[config.mk]
export PLATFORM = sky130hd
export DESIGN_NAME = hsv_to_argb_pixel_core
export DESIGN_NICKNAME = d
export VERILOG_FILES = /design/src/hw/rtl/hsv2argb_pkg.sv /design/src/hw/rtl/hsv_to_argb_pixel_core.sv
export SDC_FILE = /design/constraint.sdc
export NUM_CORES = 2
export LEC_CHECK = 0
export ABC_CLOCK_PERIOD_IN_PS = 17000
export BUFFER_PORTS_ARGS = -buffer_cell sky130_fd_sc_hd__clkbuf_2
export CAP_MARGIN = 40
export CORE_ASPECT_RATIO = 1.4
export CORE_MARGIN = 1.5
export CORE_UTILIZATION = 44
export DETAILED_ROUTE_END_ITERATION = 10
export PLACE_DENSITY = 0.56
export RECOVER_POWER = 100
export SLEW_MARGIN = 25
export SYNTH_ARGS = -nofsm -noshare
export SYNTH_HDL_FRONTEND = slang
export SYNTH_SLANG_ARGS = --single-unit
export TNS_END_PERCENT = 5
[constraint.sdc]
create_clock -name clock -period 17 [get_ports clock]
set_input_delay 0 -clock clock [delete_from_list [all_inputs] [get_ports clock]]
set_output_delay 0 -clock clock [all_outputs]
set_load 0.005 [all_outputs]
[src/hw/rtl/hsv2argb_pkg.sv]
// hsv2argb_pkg: shared types, constants and the channel scaling function
// for the hsv to argb pixel core and its testbench
// depends on nothing
`default_nettype none

package hsv2argb_pkg;

   // one 60 degree sector in 1/16 degree units
   localparam logic [9:0]  SECTOR_SPAN   = 10'd960;
   localparam logic [2:0]  SECTOR_COUNT  = 3'd6;
   // floor(2^26 / 960), quotient estimate for the hue sector index
   localparam logic [16:0] HUE_RECIP     = 17'd69905;
   // 2^8 / 6 rounded up, exact for small sector indexes
   localparam logic [5:0]  SECTOR_RECIP  = 6'd43;
   // floor(2^38 / 960), quotient estimate for the secondary component
   localparam logic [28:0] X_RECIP       = 29'd286331153;
   localparam logic [7:0]  BYTE_MAX      = 8'd255;

   typedef enum logic [2:0] {
      SECTOR_RED_YELLOW,
      SECTOR_YELLOW_GREEN,
      SECTOR_GREEN_CYAN,
      SECTOR_CYAN_BLUE,
      SECTOR_BLUE_MAGENTA,
      SECTOR_MAGENTA_RED
   } sector_type;

   typedef enum logic [0:0] {
      BYTE_ORDER_ARGB,
      BYTE_ORDER_RGBA
   } byte_order_type;

   // 1/65536 fraction to an 8-bit channel, truncating and clamping
   function automatic logic [7:0] to_byte(input logic signed [20:0] level);
      logic [19:0] mag;
      logic [28:0] scaled;
      logic [12:0] quo;
      logic [7:0]  res;
      begin
         mag    = level[19:0];
         scaled = {mag, 8'd0} - {9'd0, mag};
         quo    = scaled[28:16];
         if (level <= 21'sd0) begin
            res = 8'd0;
         end else if (quo > 13'(BYTE_MAX)) begin
            res = BYTE_MAX;
         end else begin
            res = quo[7:0];
         end
         return res;
      end
   endfunction

endpackage

`default_nettype wire

[src/hw/rtl/hsv_to_argb_pixel_core.sv]
// hsv_to_argb_pixel_core: six-stage pipelined hsv plus alpha to packed pixel
// converter with a byte order register
// depends on hsv2argb_pkg
`default_nettype none

// Takes one transaction per clock while the result channel does not stall and
// returns its packed pixel from the output register, one pixel per clock under
// the same condition. The six register stages are: hue quotient estimate and
// chroma product, sector correction and offset, chroma times sector position,
// reciprocal estimate of the secondary component, its correction, and the
// channel scaling with packing into the output register. A stall on the
// result side holds the whole pipeline; csr writes are always accepted and
// take effect on pixels entering the output register.

module hsv_to_argb_pixel_core (
   input  wire logic        clock,
   input  wire logic        reset,
   input  wire logic        req_valid,
   output logic             req_ready,
   input  wire logic [15:0] req_hue_sixteenths,
   input  wire logic [8:0]  req_saturation,
   input  wire logic [8:0]  req_brightness,
   input  wire logic [8:0]  req_opacity,
   output logic             rsp_valid,
   input  wire logic        rsp_ready,
   output logic [31:0]      rsp_packed_pixel,
   input  wire logic        csr_valid,
   output logic             csr_ready,
   input  wire logic [0:0]  csr_byte_order
);

   logic advance;
   logic v1_ff, v2_ff, v3_ff, v4_ff, v5_ff, v6_ff;
   hsv2argb_pkg::byte_order_type byte_order_ff;

   // stage 1
   logic [32:0] hue_prod_in;
   logic [15:0] hue1_ff;
   logic [6:0]  kest1_ff;
   logic [17:0] c1_ff, c1_in;
   logic [8:0]  val1_ff, alp1_ff;

   // stage 2
   logic [16:0] rem2;
   logic        fix2;
   logic [16:0] alp_scaled2;
   logic [6:0]  k2_ff, k2_in;
   logic [9:0]  f2_ff, f2_in;
   logic [17:0] c2_ff;
   logic signed [19:0] m2_ff, m2_in;
   logic [7:0]  ab2_ff, ab2_in;

   // stage 3
   logic [12:0] k43;
   logic [4:0]  q6;
   logic [6:0]  sec_raw3;
   logic [10:0] t3;
   hsv2argb_pkg::sector_type sector3_ff, sector3_in;
   logic [28:0] ct3_ff, ct3_in;
   logic [17:0] c3_ff;
   logic signed [19:0] m3_ff;
   logic [7:0]  ab3_ff;

   // stage 4
   logic [57:0] x_prod4;
   hsv2argb_pkg::sector_type sector4_ff;
   logic [28:0] ct4_ff;
   logic [17:0] xq4_ff, xq4_in;
   logic [17:0] c4_ff;
   logic signed [19:0] m4_ff;
   logic [7:0]  ab4_ff;

   // stage 5
   logic [28:0] xr5;
   hsv2argb_pkg::sector_type sector5_ff;
   logic [17:0] x5_ff, x5_in;
   logic [17:0] c5_ff;
   logic signed [19:0] m5_ff;
   logic [7:0]  ab5_ff;

   // stage 6
   logic signed [20:0] cs6, xs6, ms6;
   logic signed [20:0] red6, green6, blue6;
   logic [7:0]  rb6, gb6, bb6;
   logic [31:0] pixel6_ff, pixel6_in;

   assign advance   = !v6_ff || rsp_ready;
   assign req_ready = advance;
   assign csr_ready = 1'b1;
   assign rsp_valid = v6_ff;
   assign rsp_packed_pixel = pixel6_ff;

   always_ff @(posedge clock) begin
      if (reset) begin
         v1_ff <= 1'b0;
         v2_ff <= 1'b0;
         v3_ff <= 1'b0;
         v4_ff <= 1'b0;
         v5_ff <= 1'b0;
         v6_ff <= 1'b0;
         byte_order_ff <= hsv2argb_pkg::BYTE_ORDER_ARGB;
      end else begin
         if (advance) begin
            v1_ff <= req_valid;
            v2_ff <= v1_ff;
            v3_ff <= v2_ff;
            v4_ff <= v3_ff;
            v5_ff <= v4_ff;
            v6_ff <= v5_ff;
         end
         if (csr_valid) begin
            byte_order_ff <= hsv2argb_pkg::byte_order_type'(csr_byte_order);
         end
      end
   end

   always_comb begin
      hue_prod_in = 33'(req_hue_sixteenths) * 33'(hsv2argb_pkg::HUE_RECIP);
      c1_in       = 18'(req_saturation) * 18'(req_brightness);
   end

   always_comb begin
      rem2  = {1'b0, hue1_ff} - 17'(kest1_ff) * 17'(hsv2argb_pkg::SECTOR_SPAN);
      fix2  = rem2 >= 17'(hsv2argb_pkg::SECTOR_SPAN);
      k2_in = kest1_ff + 7'(fix2);
      f2_in = fix2 ? 10'(rem2 - 17'(hsv2argb_pkg::SECTOR_SPAN)) : rem2[9:0];
      m2_in = $signed({3'd0, val1_ff, 8'd0}) - $signed({2'd0, c1_ff});
      alp_scaled2 = {alp1_ff, 8'd0} - {8'd0, alp1_ff};
      ab2_in = (alp_scaled2[16:8] > 9'(hsv2argb_pkg::BYTE_MAX)) ?
               hsv2argb_pkg::BYTE_MAX : alp_scaled2[15:8];
   end

   always_comb begin
      k43        = 13'(k2_ff) * 13'(hsv2argb_pkg::SECTOR_RECIP);
      q6         = k43[12:8];
      sec_raw3   = k2_ff - 7'(q6) * 7'(hsv2argb_pkg::SECTOR_COUNT);
      sector3_in = hsv2argb_pkg::sector_type'(sec_raw3[2:0]);
      // odd sectors run down from the sector's end
      t3 = k2_ff[0] ? (11'(hsv2argb_pkg::SECTOR_SPAN) - 11'(f2_ff)) : 11'(f2_ff);
      ct3_in = 29'(c2_ff) * 29'(t3);
   end

   always_comb begin
      x_prod4 = 58'(ct3_ff) * 58'(hsv2argb_pkg::X_RECIP);
      xq4_in  = x_prod4[55:38];
   end

   always_comb begin
      xr5   = ct4_ff - 29'(xq4_ff) * 29'(hsv2argb_pkg::SECTOR_SPAN);
      x5_in = xq4_ff + 18'(xr5 >= 29'(hsv2argb_pkg::SECTOR_SPAN));
   end

   always_comb begin
      cs6 = $signed({3'd0, c5_ff});
      xs6 = $signed({3'd0, x5_ff});
      ms6 = {m5_ff[19], m5_ff};
      unique case (sector5_ff)
         hsv2argb_pkg::SECTOR_RED_YELLOW: begin
            red6 = cs6 + ms6; green6 = xs6 + ms6; blue6 = ms6;
         end
         hsv2argb_pkg::SECTOR_YELLOW_GREEN: begin
            red6 = xs6 + ms6; green6 = cs6 + ms6; blue6 = ms6;
         end
         hsv2argb_pkg::SECTOR_GREEN_CYAN: begin
            red6 = ms6; green6 = cs6 + ms6; blue6 = xs6 + ms6;
         end
         hsv2argb_pkg::SECTOR_CYAN_BLUE: begin
            red6 = ms6; green6 = xs6 + ms6; blue6 = cs6 + ms6;
         end
         hsv2argb_pkg::SECTOR_BLUE_MAGENTA: begin
            red6 = xs6 + ms6; green6 = ms6; blue6 = cs6 + ms6;
         end
         default: begin
            red6 = cs6 + ms6; green6 = ms6; blue6 = xs6 + ms6;
         end
      endcase
      rb6 = hsv2argb_pkg::to_byte(red6);
      gb6 = hsv2argb_pkg::to_byte(green6);
      bb6 = hsv2argb_pkg::to_byte(blue6);
      if (byte_order_ff == hsv2argb_pkg::BYTE_ORDER_RGBA) begin
         pixel6_in = {rb6, gb6, bb6, ab5_ff};
      end else begin
         pixel6_in = {ab5_ff, rb6, gb6, bb6};
      end
   end

   always_ff @(posedge clock) begin
      if (advance) begin
         hue1_ff  <= req_hue_sixteenths;
         kest1_ff <= hue_prod_in[32:26];
         c1_ff    <= c1_in;
         val1_ff  <= req_brightness;
         alp1_ff  <= req_opacity;

         k2_ff  <= k2_in;
         f2_ff  <= f2_in;
         c2_ff  <= c1_ff;
         m2_ff  <= m2_in;
         ab2_ff <= ab2_in;

         sector3_ff <= sector3_in;
         ct3_ff     <= ct3_in;
         c3_ff      <= c2_ff;
         m3_ff      <= m2_ff;
         ab3_ff     <= ab2_ff;

         sector4_ff <= sector3_ff;
         ct4_ff     <= ct3_ff;
         xq4_ff     <= xq4_in;
         c4_ff      <= c3_ff;
         m4_ff      <= m3_ff;
         ab4_ff     <= ab3_ff;

         sector5_ff <= sector4_ff;
         x5_ff      <= x5_in;
         c5_ff      <= c4_ff;
         m5_ff      <= m4_ff;
         ab5_ff     <= ab4_ff;

         pixel6_ff <= pixel6_in;
      end
   end

endmodule

`default_nettype wire

==> metrics <==
crit path cell chain=nand2b_1 -> clkbuf_1 -> clkbuf_1 -> clkbuf_1; Critical Path RT=16.91 ns; Slowest-stage cell, CP=clkbuf_1; via count=28.6k; vias in the first global route=29.5k; Max H-tree Level=2; I/O pin count=84; RSZ-0062 raised after global routing=false; Slew HR=-513%; Synth Flop Type=edfxtp_1; register area share after synthesis=28.3%; GRT met3 Usage=1.76%; row count=132; post-layout net count=5083; async set or reset register ratio after synthesis=0%; first-pass GRT wire length=158000 um; routing usage on met2=40.0%; max_cap viols=5; syn_area_per_cell=10.4 um2; Clk pin slew, worst setup/hold paths=0.06 ns; GR peak layer=met2; Final Slew Violations=348; vias per cell=5.42; I/O Buffers=82; clk root buf=clkbuf_16; R2R Path End=ct4_ff[21]; min cycle time layout=11.43 ns; Final setup viols=0; run status=finished with violations; Residual DRC=0; HP Start=req_saturation[1]; GR Util met1=25.2%; failing checks=max-capacitance violations, max-slew violations; CP Class=register to register; Core Area=0.0923 mm2; wire length per cell=18.9 um; commonest non-fill, non-tap cells in the layout=inv_1, ha_1, fa_1; clock tree buffer depth=3; Worst Max-Slew Pin Slew=9.19 ns; r2r startpoint=rsp_valid; cts repair resizes=0; CTS tree=done; critical path's largest stage delay=6.42 ns; synth warn=0; Worst setup SP type=register; commonest non-fill, non-tap cell in the layout=inv_1; pin count of the biggest net entering global routing=178; Setup TNS=0 ns; HP Class=input pin to register; Crit. Startpoint=rsp_valid; Synth Cell Area=0.0409 mm2; Worst path top cell family by delay=buffers and inverters; Final Skew=0.0397 ns; CP Capture Type=register; clk_lat worst skew=0.61 ns; filler instances=8630; cells after synthesis=3935; period utilization=67.2%; fmax=87.5 MHz; Detailed Routing Iterations Pass 1=5; end of the worst hold path=c1_ff[1]; R2R setup slack=5.57 ns; Die Span Y=364 um; initial core utilization=44.3%; die width=261 um; Arrival @ worst endpoint=11.34 ns; final WL=100000 um; R2R depth=4; 1st-iter DRT viols=1615; CP max FO=177; layout cells sized above 1=4.26%; Yosys cell types=102; most used cell along the critical path=clkbuf_1; die footprint=0.0948 mm2; RD Place Congestion=0.970; Hold Vio Cnt, Final=0; gr ovfl total=0; CTS buffer count=41; Buf/Inv on CP=3; GRT Util Overall=21.4%; clk sinks=388; Post-DRT Antenna Nets=0; EDFF count, synth=381; synthesized flop and latch total=388; # diodes=0; Mapped Nets=4967; Post-DP HPWL=80800 um; initial antenna violation count=1; Worst Hold Depth=3; Synth-to-Final Area Change=8.50%
## worst max-delay path by stage
| stage | slack [ns] | cells after the start | end |
|---|---|---|---|
| 4_1_cts | 9.11 | 34 | x5_ff[16] |
| 3_3_place_gp | 9.27 | 34 | x5_ff[16] |
| 3_5_place_dp | 9.17 | 34 | x5_ff[16] |
| 6_report | 5.57 | 4 | ct4_ff[21] |
| 2_1_floorplan | 5.06 | 4 | v1_ff |
| 5_1_grt | 4.08 | 4 | ct4_ff[19] |
## state kept, by name (all words and copies together) (netlist names), 9 cells and up
register	flops
alp1_ff	9
c1_ff	18
c2_ff	18
c3_ff	18
c4_ff	18
c5_ff	18
ct3_ff	29
ct4_ff	23
f2_ff	10
hue1_ff	16
m2_ff	18
m3_ff	18
m4_ff	18
m5_ff	18
rsp_packed_pixel	32
val1_ff	9
x5_ff	18
xq4_ff	18
## per-stage QoR
step	hold slack, ns	cell area, um2	instances	setup slack (ns)	utilization (%)
after CTS	0.0194	44500	5287	9.11	48.2
final	0.114	44400	5289	5.57	48.0
after detailed placement	0.180	42700	5171	9.17	46.3
after global routing	0.0998	44400	5289	4.08	48.0
after global placement	0.179	42700	5166	9.27	46.2
after floorplan	0.0691	40900	3935	5.06	-
## layer usage
metal	wire length (um)	share of wire, %	up-vias
met5	0	0	-
met4	3790	3.8	0
met3	3400	3.4	177
met2	52600	53	597
met1	40200	40	14000
li1	-	-	13900
## worst register-to-register path, stage by stage (launching register included)
cell,delay (ns)
dfxtp_1,0.31
nand2b_1,0.98
clkbuf_1,1.31
clkbuf_1,1.42
clkbuf_1,6.44
## area by class of cell
| cell class | instances | area [um2] | share of cell area (%) |
|---|---|---|---|
| Inverter | 615 | 2310 | 5.21 |
| Clock inverter | 30 | 317 | 0.714 |
| Clock buffer | 45 | 1040 | 2.35 |
| Sequential cell | 388 | 11600 | 26.1 |
| Timing Repair Buffer | 158 | 965 | 2.18 |
| Tap cell | 1206 | 1510 | 3.40 |
| Multi-Input combinational cell | 2847 | 26600 | 60.0 |
## logic make-up (layout without fill, tap and decap cells)
| group | count (synthesis) | in the layout | synth area share [%] |
|---|---|---|---|
| simple gates | 927 | 927 | 11.2 |
| compound gates | 722 | 722 | 12.0 |
| xor+xnor | 188 | 188 | 4.05 |
| flops | 388 | 388 | 28.3 |
| mux | 24 | 24 | 0.603 |
| fa+ha+maj | 985 | 985 | 37.2 |
| buf+inv | 700 | 848 | 6.50 |
| other cells | 1 | 1 | 0.00917 |
## repair_timing
item                       4_1_cts  5_1_grt
hold buffers                    41        0
hold endpoints to repair        43        0
setup endpoints to repair        0        0
buffers inserted                 0        0
## cells in the mapped netlist (all sizes together), types with 8 or more instances
cell | n | area share [%]
a2111oi | 8 | 0.17
a211o | 16 | 0.36
a211oi | 31 | 0.59
a21boi | 23 | 0.42
a21o | 70 | 1.3
a21oi | 153 | 1.9
a221oi | 8 | 0.20
a22oi | 8 | 0.15
a311oi | 10 | 0.21
a31o | 10 | 0.24
a31oi | 22 | 0.37
a41oi | 10 | 0.21
and2 | 73 | 1.1
and3 | 16 | 0.25
buf | 14 | 0.20
clkbuf | 71 | 0.65
edfxtp | 381 | 28
fa | 387 | 19
ha | 596 | 18
inv | 613 | 5.6
mux2i | 19 | 0.47
nand2 | 325 | 3.0
nand2b | 34 | 0.52
nand3 | 52 | 0.64
nand3b | 10 | 0.18
nand4 | 23 | 0.39
nor2 | 163 | 1.5
nor2b | 69 | 1.1
nor3 | 69 | 0.87
nor3b | 8 | 0.17
nor4 | 23 | 0.37
o2111ai | 9 | 0.19
o211ai | 24 | 0.44
o21a | 42 | 0.77
o21ai | 138 | 1.7
o21bai | 24 | 0.45
o22ai | 41 | 0.63
or2 | 12 | 0.18
or3 | 17 | 0.28
or4 | 8 | 0.15
xnor2 | 135 | 2.9
xor2 | 53 | 1.1
Power is not shown: default switching activity piles up to over one toggle a cycle in this logic, so the estimate is an artifact.
